**src/design/rrts_pkg.sv**
```systemverilog
// -----------------------------------------------------------------------------
// rrts_pkg
// Shared types and constants of the round-robin time-slice scheduler.
// -----------------------------------------------------------------------------
package rrts_pkg;

   localparam int MAX_JOBS_DEFAULT = 64;

   localparam int OPCODE_W  = 2;
   localparam int BURST_W   = 16;
   localparam int QUANTUM_W = 16;
   localparam int LEN_W     = 16;
   localparam int STATUS_W  = 3;
   localparam int JOB_IDX_W = 6;
   localparam int CLK_W     = 23;
   localparam int WAIT_W    = 32;
   localparam int JOB_CNT_W = 7;

   localparam logic [QUANTUM_W-1:0] QUANTUM_RESET = 16'd4;

   typedef enum logic [OPCODE_W-1:0] {
      OP_APPEND   = 2'd0,
      OP_DISPATCH = 2'd1,
      OP_CLEAR    = 2'd2,
      OP_UNUSED   = 2'd3
   } opcode_type;

   typedef enum logic [STATUS_W-1:0] {
      STATUS_APPENDED   = 3'd0,
      STATUS_DISPATCHED = 3'd1,
      STATUS_ALL_DONE   = 3'd2,
      STATUS_FULL       = 3'd3,
      STATUS_CLEARED    = 3'd4
   } status_type;

   typedef enum logic [1:0] {
      S_IDLE = 2'd0,
      S_EXEC = 2'd1,
      S_DONE = 2'd2
   } state_type;

   typedef struct packed {
      opcode_type           opcode;
      logic [BURST_W-1:0]   burst;
   } req_type;

   typedef struct packed {
      status_type           status;
      logic [JOB_IDX_W-1:0] job_index;
      logic [CLK_W-1:0]     slice_start;
      logic [LEN_W-1:0]     slice_length;
      logic                 job_finished;
      logic [CLK_W-1:0]     clock_after;
      logic [WAIT_W-1:0]    wait_sum;
      logic [JOB_CNT_W-1:0] job_count;
   } rsp_type;

   // controller to datapath
   typedef struct packed {
      logic load;
      logic exec;
      logic commit;
   } cmd_type;

   // datapath to controller
   typedef struct packed {
      logic found_valid;
      logic out_free;
   } stat_type;

endpackage

```
**src/design/round_robin_time_slice_scheduler.sv**
```systemverilog
// -----------------------------------------------------------------------------
// round_robin_time_slice_scheduler
// Fixed-quantum round-robin scheduler over a table of job burst times.
// -----------------------------------------------------------------------------
// usage
//   req channel (req_valid / req_stall / req_data): one command per transfer,
//     append a burst, dispatch the next slice, or clear the table; the unused
//     opcode is taken and dropped without a result
//   rsp channel (rsp_valid / rsp_stall / rsp_data): exactly one result per
//     append, dispatch or clear command, in command order
//   csr port: csr_wr_en / csr_wr_data write the quantum; the user must write
//     it only while idle, the block itself does not enforce this
//   append, clear, full drop and all-finished: accepted in idle, result
//     registered on commit; no new request is taken before that commit
//   dispatch: accept, execute and commit states in order, result registered
//     on commit and no new request taken before it; a read-modify-write of
//     the remaining-time ram (read on accept, update in the execute cycle,
//     wait sum on commit)
//   the pending job is found in the accept cycle by a rotating priority
//     encoder over the pending mask
// reset: empty table, pointer, clock and wait sum zero, quantum 4; the
//   burst and remaining-time rams are not cleared, their read data is used
//   only for an entry that has been written
// stall: a result waiting in the output register does not block the next
//   request, which runs up to its commit and holds there until the
//   output register is taken
// -----------------------------------------------------------------------------
module round_robin_time_slice_scheduler import rrts_pkg::*; #(
   parameter int MAX_JOBS = MAX_JOBS_DEFAULT
) (
   input  logic                 clock,
   input  logic                 reset,
   // request channel
   input  logic                 req_valid,
   output logic                 req_stall,
   input  req_type              req_data,
   // result channel
   output logic                 rsp_valid,
   input  logic                 rsp_stall,
   output rsp_type              rsp_data,
   // quantum register
   input  logic                 csr_wr_en,
   input  logic [QUANTUM_W-1:0] csr_wr_data
);

   cmd_type  cmd;
   stat_type stat;

   // sequencing: idle (accept + table read), execute (dispatch only), commit
   rrts_ctrl u_ctrl (
      .clock      (clock),
      .reset      (reset),
      .req_valid  (req_valid),
      .req_opcode (req_data.opcode),
      .req_stall  (req_stall),
      .stat       (stat),
      .cmd        (cmd)
   );

   // job table, search, arithmetic and the output register
   rrts_dp #(.MAX_JOBS(MAX_JOBS)) u_dp (
      .clock       (clock),
      .reset       (reset),
      .cmd         (cmd),
      .stat        (stat),
      .req_data    (req_data),
      .csr_wr_en   (csr_wr_en),
      .csr_wr_data (csr_wr_data),
      .rsp_valid   (rsp_valid),
      .rsp_stall   (rsp_stall),
      .rsp_data    (rsp_data)
   );

   // a commit never overwrites a result that has not been transferred
   assert property (@(posedge clock) disable iff (reset)
      cmd.commit |-> (!rsp_valid || !rsp_stall))
      else $error("commit while output register is occupied");

   // slice execution always directly follows a request transfer
   assert property (@(posedge clock) disable iff (reset)
      cmd.exec |-> $past(cmd.load))
      else $error("execute without a preceding accept");

   // a dispatched slice advances the clock by its own length
   assert property (@(posedge clock) disable iff (reset)
      (rsp_valid && rsp_data.status == STATUS_DISPATCHED) |->
         (rsp_data.clock_after == CLK_W'(rsp_data.slice_start + rsp_data.slice_length)))
      else $error("dispatch clock mismatch");

   // slice fields stay empty on everything but a dispatch
   assert property (@(posedge clock) disable iff (reset)
      (rsp_valid && rsp_data.status != STATUS_DISPATCHED) |->
         (rsp_data.slice_length == '0 && !rsp_data.job_finished &&
          rsp_data.slice_start == rsp_data.clock_after))
      else $error("slice fields set on a non-dispatch result");

endmodule

```
**src/design/rrts_ram.sv**
```systemverilog
// -----------------------------------------------------------------------------
// rrts_ram
// Generic single-write, single-read RAM with registered read data.
// -----------------------------------------------------------------------------
module rrts_ram #(
   parameter int WIDTH = 16,
   parameter int DEPTH = 64
) (
   input  logic                                       clock,
   input  logic                                       wr_en,
   input  logic [((DEPTH > 1) ? $clog2(DEPTH) : 1)-1:0] wr_addr,
   input  logic [WIDTH-1:0]                           wr_data,
   input  logic                                       rd_en,
   input  logic [((DEPTH > 1) ? $clog2(DEPTH) : 1)-1:0] rd_addr,
   output logic [WIDTH-1:0]                           rd_data
);

   logic [WIDTH-1:0] mem_ff [DEPTH];
   logic [WIDTH-1:0] rd_data_ff;

   always_ff @(posedge clock) begin
      if (wr_en) begin
         mem_ff[wr_addr] <= wr_data;
      end
      if (rd_en) begin
         rd_data_ff <= mem_ff[rd_addr];
      end
   end

   assign rd_data = rd_data_ff;

endmodule

```
**src/design/rrts_ctrl.sv**
```systemverilog
// -----------------------------------------------------------------------------
// rrts_ctrl
// Sequencing state machine: accept, slice execution, result commit.
// -----------------------------------------------------------------------------
module rrts_ctrl import rrts_pkg::*; (
   input  logic       clock,
   input  logic       reset,
   input  logic       req_valid,
   input  opcode_type req_opcode,
   output logic       req_stall,
   input  stat_type   stat,
   output cmd_type    cmd
);

   state_type state_ff, state_in;

   always_ff @(posedge clock) begin
      if (reset) begin
         state_ff <= S_IDLE;
      end else begin
         state_ff <= state_in;
      end
   end

   // next state
   always_comb begin
      state_in = state_ff;
      unique case (state_ff)
         S_IDLE: begin
            if (req_valid) begin
               unique case (req_opcode)
                  OP_DISPATCH: state_in = stat.found_valid ? S_EXEC : S_DONE;
                  OP_APPEND,
                  OP_CLEAR:    state_in = S_DONE;
                  default:     state_in = S_IDLE;
               endcase
            end
         end
         S_EXEC: state_in = S_DONE;
         S_DONE: begin
            if (stat.out_free) begin
               state_in = S_IDLE;
            end
         end
         default: state_in = S_IDLE;
      endcase
   end

   // outputs
   always_comb begin
      req_stall  = 1'b1;
      cmd        = '0;
      unique case (state_ff)
         S_IDLE: begin
            req_stall = 1'b0;
            cmd.load  = req_valid;
         end
         S_EXEC: cmd.exec = 1'b1;
         S_DONE: cmd.commit = stat.out_free;
         default: req_stall = 1'b1;
      endcase
   end

endmodule

```
**src/design/rrts_dp.sv**
```systemverilog
// -----------------------------------------------------------------------------
// rrts_dp
// Job table, pending search, slice arithmetic and result register.
// -----------------------------------------------------------------------------
module rrts_dp import rrts_pkg::*; #(
   parameter int MAX_JOBS = MAX_JOBS_DEFAULT
) (
   input  logic                 clock,
   input  logic                 reset,
   input  cmd_type              cmd,
   output stat_type             stat,
   input  req_type              req_data,
   input  logic                 csr_wr_en,
   input  logic [QUANTUM_W-1:0] csr_wr_data,
   output logic                 rsp_valid,
   input  logic                 rsp_stall,
   output rsp_type              rsp_data
);

   localparam int IDX_W = (MAX_JOBS > 1) ? $clog2(MAX_JOBS) : 1;
   localparam int CNT_W = $clog2(MAX_JOBS + 1);

   // architectural state
   logic [MAX_JOBS-1:0]  pending_ff, pending_in;
   logic [CNT_W-1:0]     count_ff, count_in;
   logic [IDX_W-1:0]     scan_ff, scan_in;
   logic [CLK_W-1:0]     clock_ff, clock_in;
   logic [WAIT_W-1:0]    wait_ff, wait_in;
   logic [QUANTUM_W-1:0] quantum_ff, quantum_in;

   // per-item registers
   opcode_type           op_ff;
   logic [BURST_W-1:0]   burst_ff;
   logic                 hit_ff;
   logic [IDX_W-1:0]     idx_ff;
   logic [CLK_W-1:0]     start_ff;
   logic [LEN_W-1:0]     len_ff;
   logic                 fin_ff;
   logic                 rsp_valid_ff, rsp_valid_in;
   rsp_type              rsp_ff, rsp_in;

   // pending search
   logic [MAX_JOBS-1:0]  ge_mask, masked, sel, onehot;
   logic [IDX_W-1:0]     found_idx;
   logic                 found_valid;

   // table access and slice arithmetic
   logic [BURST_W-1:0]   rem_rd, burst_rd, rem_wr_data;
   logic                 rem_wr_en, burst_wr_en;
   logic [IDX_W-1:0]     wr_addr, app_idx, scan_next;
   logic [QUANTUM_W-1:0] q_eff;
   logic [LEN_W-1:0]     len_c;
   logic                 fin_c, full, appending, dispatched;
   logic [CLK_W-1:0]     wait_add;

   // rotating priority encoder: lowest pending index at or above the pointer, else lowest
   always_comb begin
      found_idx = '0;
      for (int i = 0; i < MAX_JOBS; i++) begin
         ge_mask[i] = (i >= int'(scan_ff));
      end
      masked = pending_ff & ge_mask;
      sel    = (|masked) ? masked : pending_ff;
      onehot = sel & (~sel + MAX_JOBS'(1'b1));
      for (int i = 0; i < MAX_JOBS; i++) begin
         if (onehot[i]) begin
            found_idx = found_idx | IDX_W'(i);
         end
      end
   end

   assign found_valid      = |pending_ff;
   assign stat.found_valid = found_valid;
   assign stat.out_free    = !rsp_valid_ff || !rsp_stall;

   // slice arithmetic, zero quantum runs as one
   assign q_eff     = (quantum_ff == '0) ? QUANTUM_W'(1) : quantum_ff;
   assign fin_c     = (rem_rd <= q_eff);
   assign len_c     = fin_c ? rem_rd : q_eff;
   assign scan_next = (idx_ff == IDX_W'(MAX_JOBS - 1)) ? '0 : idx_ff + 1'b1;
   assign full      = (count_ff == CNT_W'(MAX_JOBS));
   assign app_idx   = count_ff[IDX_W-1:0];
   assign wait_add  = clock_ff - CLK_W'(burst_rd);

   assign appending  = cmd.commit && (op_ff == OP_APPEND) && !full;
   assign dispatched = (op_ff == OP_DISPATCH) && hit_ff;

   assign rem_wr_en   = cmd.exec || appending;
   assign burst_wr_en = appending;
   assign wr_addr     = cmd.exec ? idx_ff : app_idx;
   assign rem_wr_data = cmd.exec ? (rem_rd - len_c) : burst_ff;

   rrts_ram #(.WIDTH(BURST_W), .DEPTH(MAX_JOBS)) u_rem_ram (
      .clock   (clock),
      .wr_en   (rem_wr_en),
      .wr_addr (wr_addr),
      .wr_data (rem_wr_data),
      .rd_en   (cmd.load),
      .rd_addr (found_idx),
      .rd_data (rem_rd)
   );

   rrts_ram #(.WIDTH(BURST_W), .DEPTH(MAX_JOBS)) u_burst_ram (
      .clock   (clock),
      .wr_en   (burst_wr_en),
      .wr_addr (wr_addr),
      .wr_data (burst_ff),
      .rd_en   (cmd.load),
      .rd_addr (found_idx),
      .rd_data (burst_rd)
   );

   // state update
   always_comb begin
      pending_in = pending_ff;
      count_in   = count_ff;
      scan_in    = scan_ff;
      clock_in   = clock_ff;
      wait_in    = wait_ff;
      quantum_in = csr_wr_en ? csr_wr_data : quantum_ff;
      if (cmd.exec) begin
         clock_in = clock_ff + CLK_W'(len_c);
         scan_in  = scan_next;
         if (fin_c) begin
            pending_in[idx_ff] = 1'b0;
         end
      end
      if (cmd.commit) begin
         case (op_ff)
            OP_APPEND: begin
               if (!full) begin
                  pending_in[app_idx] = (burst_ff != '0);
                  count_in            = count_ff + 1'b1;
               end
            end
            OP_DISPATCH: begin
               if (hit_ff && fin_ff) begin
                  wait_in = wait_ff + WAIT_W'(wait_add);
               end
            end
            OP_CLEAR: begin
               pending_in = '0;
               count_in   = '0;
               scan_in    = '0;
               clock_in   = '0;
               wait_in    = '0;
            end
            default: pending_in = pending_ff;
         endcase
      end
   end

   // result assembly
   always_comb begin
      rsp_in              = rsp_ff;
      rsp_valid_in        = rsp_valid_ff && rsp_stall;
      if (cmd.commit) begin
         rsp_valid_in        = 1'b1;
         rsp_in.job_index    = '0;
         rsp_in.slice_start  = clock_in;
         rsp_in.slice_length = '0;
         rsp_in.job_finished = 1'b0;
         rsp_in.clock_after  = clock_in;
         rsp_in.wait_sum     = wait_in;
         rsp_in.job_count    = JOB_CNT_W'(count_in);
         case (op_ff)
            OP_APPEND: begin
               rsp_in.status = full ? STATUS_FULL : STATUS_APPENDED;
               if (!full) begin
                  rsp_in.job_index = JOB_IDX_W'(app_idx);
               end
            end
            OP_DISPATCH: begin
               rsp_in.status = hit_ff ? STATUS_DISPATCHED : STATUS_ALL_DONE;
               if (dispatched) begin
                  rsp_in.job_index    = JOB_IDX_W'(idx_ff);
                  rsp_in.slice_start  = start_ff;
                  rsp_in.slice_length = len_ff;
                  rsp_in.job_finished = fin_ff;
               end
            end
            default: rsp_in.status = STATUS_CLEARED;
         endcase
      end
   end

   always_ff @(posedge clock) begin
      if (reset) begin
         pending_ff   <= '0;
         count_ff     <= '0;
         scan_ff      <= '0;
         clock_ff     <= '0;
         wait_ff      <= '0;
         quantum_ff   <= QUANTUM_RESET;
         rsp_valid_ff <= 1'b0;
      end else begin
         pending_ff   <= pending_in;
         count_ff     <= count_in;
         scan_ff      <= scan_in;
         clock_ff     <= clock_in;
         wait_ff      <= wait_in;
         quantum_ff   <= quantum_in;
         rsp_valid_ff <= rsp_valid_in;
      end
   end

   always_ff @(posedge clock) begin
      if (cmd.load) begin
         op_ff    <= req_data.opcode;
         burst_ff <= req_data.burst;
         hit_ff   <= found_valid;
         idx_ff   <= found_idx;
         start_ff <= clock_ff;
      end
      if (cmd.exec) begin
         len_ff <= len_c;
         fin_ff <= fin_c;
      end
      rsp_ff <= rsp_in;
   end

   assign rsp_valid = rsp_valid_ff;
   assign rsp_data  = rsp_ff;

endmodule
```
**config.mk**
```make
export PLATFORM = sky130hd
export DESIGN_NAME = round_robin_time_slice_scheduler
export DESIGN_NICKNAME = d
export VERILOG_FILES = /design/src/design/rrts_pkg.sv /design/src/design/round_robin_time_slice_scheduler.sv /design/src/design/rrts_ram.sv /design/src/design/rrts_ctrl.sv /design/src/design/rrts_dp.sv
export SDC_FILE = /design/constraint.sdc
export NUM_CORES = 2
export LEC_CHECK = 0
export CORE_MARGIN = 2
export CORE_UTILIZATION = 38
export DETAILED_ROUTE_END_ITERATION = 7
export DONT_BUFFER_PORTS = 1
export PLACE_DENSITY = 0.59
export SLEW_MARGIN = 20
export SYNTH_ARGS = -nofsm -noshare
export SYNTH_HDL_FRONTEND = slang
export SYNTH_SLANG_ARGS = --single-unit
export TNS_END_PERCENT = 50
```
**constraint.sdc**
```tcl
create_clock -name clock -period 8 [get_ports clock]
set_input_delay 1.6 -clock clock [delete_from_list [all_inputs] [get_ports clock]]
set_output_delay 1.6 -clock clock [all_outputs]
set_load 0.01 [all_outputs]
```
# Yosys cells after proc, flatten, opt, wreduce, memory -nomap -nowiden
# Memories as Yosys holds them, arrays and structs flattened. A register that Yosys moved wholly into a read port is not among the register bits.
# Cells that the tools add are included.
classes:
  muxes: 135
  reduce_logical: 21
  addsub: 7
  eq_ne: 11
  magnitude_cmp: 68
  bitwise: 5
ops:
  columns: ["cell", "n"]
  rows:
  - ["$mux W64", 9]
  - ["$mux W6", 42]
  - ["$and A64 B64 Y64", 3]
  - ["$pmux W64 S3", 1]
  - ["$ge A6 B6 Y1 const A", 31]
  - ["$mux W32", 5]
  - ["$mux W46", 3]
  - ["$not A64 Y64", 2]
  - ["$reduce_or A64 Y1", 2]
  - ["$ge A5 B6 Y1 const A", 16]
  - ["$mux W23", 4]
  - ["$mux W40", 2]
  - ["$mux W5", 16]
  - ["$add A64 B1 Y64 const B", 1]
  - ["$bwmux W64", 1]
  - ["$pmux W32 S2", 1]
  - ["$ge A4 B6 Y1 const A", 8]
  - ["$mux W16", 3]
  - ["$mux W7", 5]
  - ["$add A32 B23 Y32", 1]
  - ["$mux W4", 8]
  - ["$ge A3 B6 Y1 const A", 4]
  - ["$add A23 B16 Y23", 1]
  - ["$sub A23 B16 Y23", 1]
  - ["other kinds (32)", 77]
totals:
  word_cells: 272
  ramBits: 2048
  inputBits: 39
  n_memories: 2
  output_inout_bits: 113
  register_bits: 327
mem_list:
  columns: ["memory", "words", "width", "rd", "rd_ports_with_merged_regs", "write_ports", "line", "rtl"]
  rows:
  - ["u_dp.u_burst_ram.mem_ff", 64, 16, 1, 1, 1, "rrts_ram.sv:18", "logic [WIDTH-1:0] mem_ff [DEPTH];"]
  - ["u_dp.u_rem_ram.mem_ff", 64, 16, 1, 1, 1, "rrts_ram.sv:18", null]

# Logic depth before layout (Yosys ltp)
depth:
  word_depth: 70
  mapped_depth: 35

# Modules after synthesis
# From an unflattened synthesis, not the netlist that was laid out.
unflattened:
  hier_cells: 5924
  area_unflattened_um2: 100604.0
modules_own_cells:
  columns: ["mod", "instances", "cells_per_inst", "seq_area_each_um2", "area_each_um2"]
  rows:
  - ["rrts_ram", 2, 1829, 31230.0, 40202.3]
  - ["rrts_dp", 1, 2253, 8267.9, 20065.5]
  - ["rrts_ctrl", 1, 13, 40.0, 133.9]

# Worst setup path after synthesis
# No wires, ideal clock.
synth_timing:
  path_kind: "reg-to-reg"
  startpoint: "reg u_dp.quantum_ff[15]"
  endpoint: "mem u_dp.u_rem_ram.mem_ff[0][15] (data pin)"
  stages_incl_launch_ff: 33
  t_arrival_ps: 7550
  synth_period_minus_slack_ps: 8251
  path_slack_ps: -251
  path_cell_list: "dfxtp_1 -> nor4_1 -> a41o_1 -> ha_1 -> o22ai_1 -> o21a_1 -> o21ai_0 -> nand2b_1 -> a21oi_1 -> nor2b_1 -> o21ai_0 -> a32o_1 -> clkbuf_1 -> clkbuf_1 -> a21oi_1 -> ha_1 -> nor2b_1 -> o21ai_0 -> a21boi_0 -> o21ai_0 -> a21boi_0 -> o21ai_0 -> a21boi_0 -> o21ai_0 -> a21boi_0 -> o21ai_0 -> nand2b_1 -> a21o_1 -> a21o_1 -> a21o_1 -> a21oi_1 -> xnor2_1 -> o21ai_0"
synth_via:
  elab_chain_len: 6
synth_lines:
  columns: ["element", "line", "rtl"]
  rows:
  - ["from (decl)", "rrts_dp.sv:29", "logic [QUANTUM_W-1:0] quantum_ff, quantum_in;"]
  - ["from (signal assigned)", "rrts_dp.sv:202", "quantum_ff <= quantum_in;"]
  - ["$logic_not A16 Y1", "rrts_dp.sv:77", "assign q_eff = (quantum_ff == '0) ? QUANTUM_W'(1) : quantum_ff;"]
  - ["$mux W16 (*)", "rrts_dp.sv:77", null]
  - ["$le A16 B16 Y1", "rrts_dp.sv:78", "assign fin_c = (rem_rd <= q_eff);"]
  - ["$mux W16 (*)", "rrts_dp.sv:79", "assign len_c = fin_c ? rem_rd : q_eff;"]
  - ["$sub A16 B16 Y16 (*)", "rrts_dp.sv:91", "assign rem_wr_data = cmd.exec ? (rem_rd - len_c) : burst_ff;"]
  - ["$mux W16 (*)", "rrts_dp.sv:91", null]
  - ["via u_dp.rem_wr_data[15]", "rrts_dp.sv:48", "logic [BURST_W-1:0] rem_rd, burst_rd, rem_wr_data;"]
  - ["to (decl)", "rrts_ram.sv:18", null]
# Mark *: on every way through the listed nets, which the timed path passes. The rest lies on a longest branch.

# Worst setup path after layout
layout_timing:
  startpoint: "reg u_dp.scan_ff[4]"
  endpoint: "reg u_dp.u_rem_ram.rd_data_ff[13], in the netlist u_dp.u_rem_ram.rd_data[13], read port of u_dp.u_rem_ram.mem_ff (data pin)"
layout_via:
  elab_chain_len: 70
  word_cells_on_any_way: 132
  cone_classes: "add/sub (1); order compare (63); mux (64); bitwise (3); reduce/logical (1)"
layout_lines:
  columns: ["element", "line", "rtl"]
  rows:
  - ["from (decl)", "rrts_dp.sv:26", "logic [IDX_W-1:0] scan_ff, scan_in;"]
  - ["from (signal assigned)", "rrts_dp.sv:199", "scan_ff <= scan_in;"]
  - ["$ge A1 B6 Y1, or another cell as far along", "rrts_dp.sv:60", "ge_mask[i] = (i >= int'(scan_ff));"]
  - ["$and A64 B64 Y64 (*)", "rrts_dp.sv:62", "masked = pending_ff & ge_mask;"]
  - ["$reduce_or A64 Y1", "rrts_dp.sv:63", "sel = (|masked) ? masked : pending_ff;"]
  - ["$mux W64 (*)", "rrts_dp.sv:63", null]
  - ["$not A64 Y64", "rrts_dp.sv:64", "onehot = sel & (~sel + MAX_JOBS'(1'b1));"]
  - ["$add A64 B1 Y64", "rrts_dp.sv:64", null]
  - ["$and A64 B64 Y64 (*)", "rrts_dp.sv:64", null]
  - ["$mux W1", "rrts_dp.sv:66", "if (onehot[i]) begin"]
  - ["$mux W2 (2 in series)", "rrts_dp.sv:66", null]
  - ["$mux W3 (4 in series)", "rrts_dp.sv:66", null]
  - ["$mux W4 (8 in series)", "rrts_dp.sv:66", null]
  - ["$mux W5 (16 in series)", "rrts_dp.sv:66", null]
  - ["$mux W6 (31 in series)", "rrts_dp.sv:66", null]
  - ["$mux W6 (*)", "rrts_dp.sv:66", null]
  - ["to (decl)", "rrts_ram.sv:19", "logic [WIDTH-1:0] rd_data_ff;"]
# Every way passes the cells marked *; elsewhere a longest branch is shown, timed or not.
# A chain may end at the register's enable or synchronous reset.

==> summary.md <==
| Metric | Value |
|---|---|
| Status | `complete, but fails checks` |
| Failing checks | `design-rule violations` |
| Least-Margin Pin Slew | `1.092 ns` |
| Clock buffer depth | `3` |
| Fraction of layout instances using a drive strength above 1 | `0.1633` |
| Number of port buffers | `0` |
| Die area | `0.2756 mm2` |
| Crit path launch type | `register` |
| Initial Utilization | `0.3815` |
| Clock Sinks | `2407` |
| Top FF cell, synth | `edfxtp_1` |
| GRT Total Usage | `0.2176` |
| Layout Nets | `7905` |
| Total grt overflow | `0` |
| Most Frequent Cell on Critical Path | `buf_4` |
| PwrDens | `212.4 mW/mm2` |
| Total number of vias | `64900` |
| CTS Buf Count | `241` |
| Max-slew violation count | `0` |
| Final hold vios | `0` |
| Die Height | `524.9 um` |
| Register bit total from synthesis | `2407` |
| Async S/R FF share, synth | `0` |
| Core Region | `0.2703 mm2` |
| # DRC | `3` |
| Largest area contributor in the netlist | `edfxtp_1` |
| Max Clock Freq | `128.1 MHz` |
| Placed insts | `11100` |
| Fin crit share | `0.9755` |
| Layout area overhead | `16.78%` |
| First-pass GRT wire length | `445700 um` |
| WL per Instance | `26.66 um` |
| Post-route ant nets | `0` |
| Synthesized area | `0.1031 mm2` |
| Initial antenna violation count | `17` |
| Hold Buf Count CTS | `0` |
| RSZ-0062 raised after global routing | `no` |
| Worst-path fanout max | `21` |
| Clock latency on the worst-skew pair | `0.92 ns` |
| Setup tns final | `0 ns` |
| DR vias/cell | `5.626` |
| Slowest-stage cell, CP | `a211oi_1` |
| Top cells by area, synth | `edfxtp_1, mux2i_1, dfxtp_1, nand2_1, nor2_1` |
| Relative slew slack | `0.2667` |
| Layout Cells excl Fill | `11540` |
| Synth unique cells | `96` |
| Leakage power | `48.16 nW` |
| Kind of critical path | `reg -> reg` |
| Final setup fails | `0` |
| FP Rows | `191` |
| Count leader, synth | `edfxtp_1` |
| Post-synth top area share | `0.6569` |
| Synth top cells by count | `edfxtp_1, mux2i_1, nand2_1` |
| CP max stage delay | `0.67 ns` |
| Final Critical Period | `7.804 ns` |
| Register clock-pin slew on the reported worst setup and hold paths | `0.06 ns` |
| Htree depth | `4` |
| Number of global-route vias before repair | `62880` |
| Final core occ | `0.4456` |
| Mapped Cells | `7154` |
| Max Cap Viol | `0` |
| Synth Warn # | `0` |
| CTS tree | `done` |
| WP data required | `8.64 ns` |
| Top Ports | `152` |
| Worst Hold Class | `reg -> reg` |
| CP Capture Type | `register` |
| Post-synthesis sequential area ratio | `0.6862` |
| Mapped Nets | `7290` |
| Die width | `524.9 um` |
| Count of flip-flops with a built-in enable after synthesis | `2256` |
| Crit path DAT | `8.45 ns` |
| Clock skew | `0.06521 ns` |
| Detailed placement HPWL | `203900 um` |
| Maximum vdd drop | `0.0002304 V` |
| Final GP Congestion | `0.9341` |
| Final WL | `307500 um` |
| DRT Pass-1 Iters | `8` |
| Synthesized area per cell | `14.42 um2` |
| Largest net degree at the start of global routing | `92` |
| DR iter-0 viols | `6738` |
| Clk root buf | `clkbuf_16` |
report_power, final:
part | switching, W | leakage [nW] | internal (W)
registers | 0.0000615 | 21.6 | 0.0138
clock network | 0.00482 | 3.65 | 0.00611
logic | 0.000559 | 22.9 | 0.000184
total | 0.00544 | 48.2 | 0.0201
placed cells by master, fill, tap and decap left out, types with 79 or more instances in the layout:
master,n
a22oi_1,140
nor2_1,442
nand2_1,682
a211oi_1,79
o21ai_0,140
nand3_1,166
a21oi_1,180
clkbuf_16,241
edfxtp_1,2256
inv_1,117
mux2i_1,1127
o211ai_1,103
mux2_2,99
nand4_1,89
dfxtp_1,150
buf_12,81
ha_1,93
buf_4,703
logic make-up (layout without fill, tap and decap cells):
family                   count (synthesis)  count (layout)  synth area share
other                                    0               8                 0
flip-flops                            2407            2407            0.6862
buffers and inverters                  541            1344           0.02516
XOR/XNOR                                69              69          0.005860
adder cells (fa/ha/maj)                 97              97           0.01206
AND/OR/NAND/NOR                       1732            1732           0.07669
AO/OA/AOI/OAI                         1082            1082           0.07379
multiplexers                          1226            1226            0.1202
area by class of cell:
cell class,count,area (um2)
Antenna cell,8,20.02
Timing Repair Buffer,785,6910
Clock buffer,318,6340
Fill cell,23720,149900
Tap cell,3570,4467
Sequential cell,2407,70770
Clock inverter,113,1234
Multi-Input combinational cell,4206,30200
Inverter,128,491.7
through the flow:
step / power [W] / instance area [um2] / hold WS (ns) / setup slack, ns
2_1_floorplan: 0.01456 / 103100 / 0.4064 / -0.1541
3_3_place_gp: 0.01489 / 112800 / 0.4533 / 0.1046
3_5_place_dp: 0.01491 / 112800 / 0.4928 / 0.3283
4_1_cts: 0.02575 / 120400 / 0.5048 / 0.2836
5_1_grt: 0.02630 / 120400 / 0.5269 / 0.03432
6_report: 0.02558 / 120400 / 0.4974 / 0.1960
worst paths after layout:
path,start,slack [ns],endpoint,cells past startpoint
setup / recovery,u_dp.scan_ff[4]$_SDFF_PP0_,0.20,u_dp.u_rem_ram.rd_data[13]$_DFFE_PP_,25
hold / removal,u_dp.clock_ff[0]$_SDFF_PP0_,0.50,u_dp.start_ff[0]$_DFFE_PP_,0
setup reg to reg,u_dp.scan_ff[4]$_SDFF_PP0_,0.20,u_dp.u_rem_ram.rd_data[13]$_DFFE_PP_,25
hold reg to reg,u_dp.clock_ff[0]$_SDFF_PP0_,0.50,u_dp.start_ff[0]$_DFFE_PP_,0
critical path, delay by kind of cell, from the launching register on:
kind                   cells  cell delay (ns)
flip-flops                 1             0.52
buffers and inverters      8             1.63
AO/OA/AOI/OAI              6             2.26
AND/OR/NAND/NOR           11             3.05
layer usage:
metal,track usage,vias up,routed length [um]
met5,0,-,12
li1,-,28820,-
met1,0.3021,33060,132600
met2,0.3496,2542,144100
met3,0.03303,485,20930
met4,0.07086,2,9853
sequential cells by signal, summed over array words and instances (netlist names):
name                      cells
u_dp.op_ff                    2
u_dp.count_ff                 7
u_dp.len_ff                  16
u_dp.pending_ff              64
u_dp.fin_ff                   1
u_dp.u_rem_ram.mem_ff      1024
u_dp.rsp_data               111
u_dp.hit_ff                   1
u_dp.start_ff                23
u_dp.rsp_valid                1
u_dp.clock_ff                23
u_dp.u_burst_ram.rd_data     16
u_dp.burst_ff                16
u_dp.quantum_ff              16
u_dp.u_burst_ram.mem_ff    1024
u_dp.scan_ff                  6
u_dp.u_rem_ram.rd_data       16
u_ctrl.state_ff               2
u_dp.idx_ff                   6
u_dp.wait_ff                 32
repair_timing:
action / in CTS / in global routing
setup endpoints to repair: 0 / 78
resized for setup: 0 / 3
setup buffers: 0 / 0
endpoints found under the hold margin: 0 / 0
No activity file was read; power rests on OpenSTA's default activity.
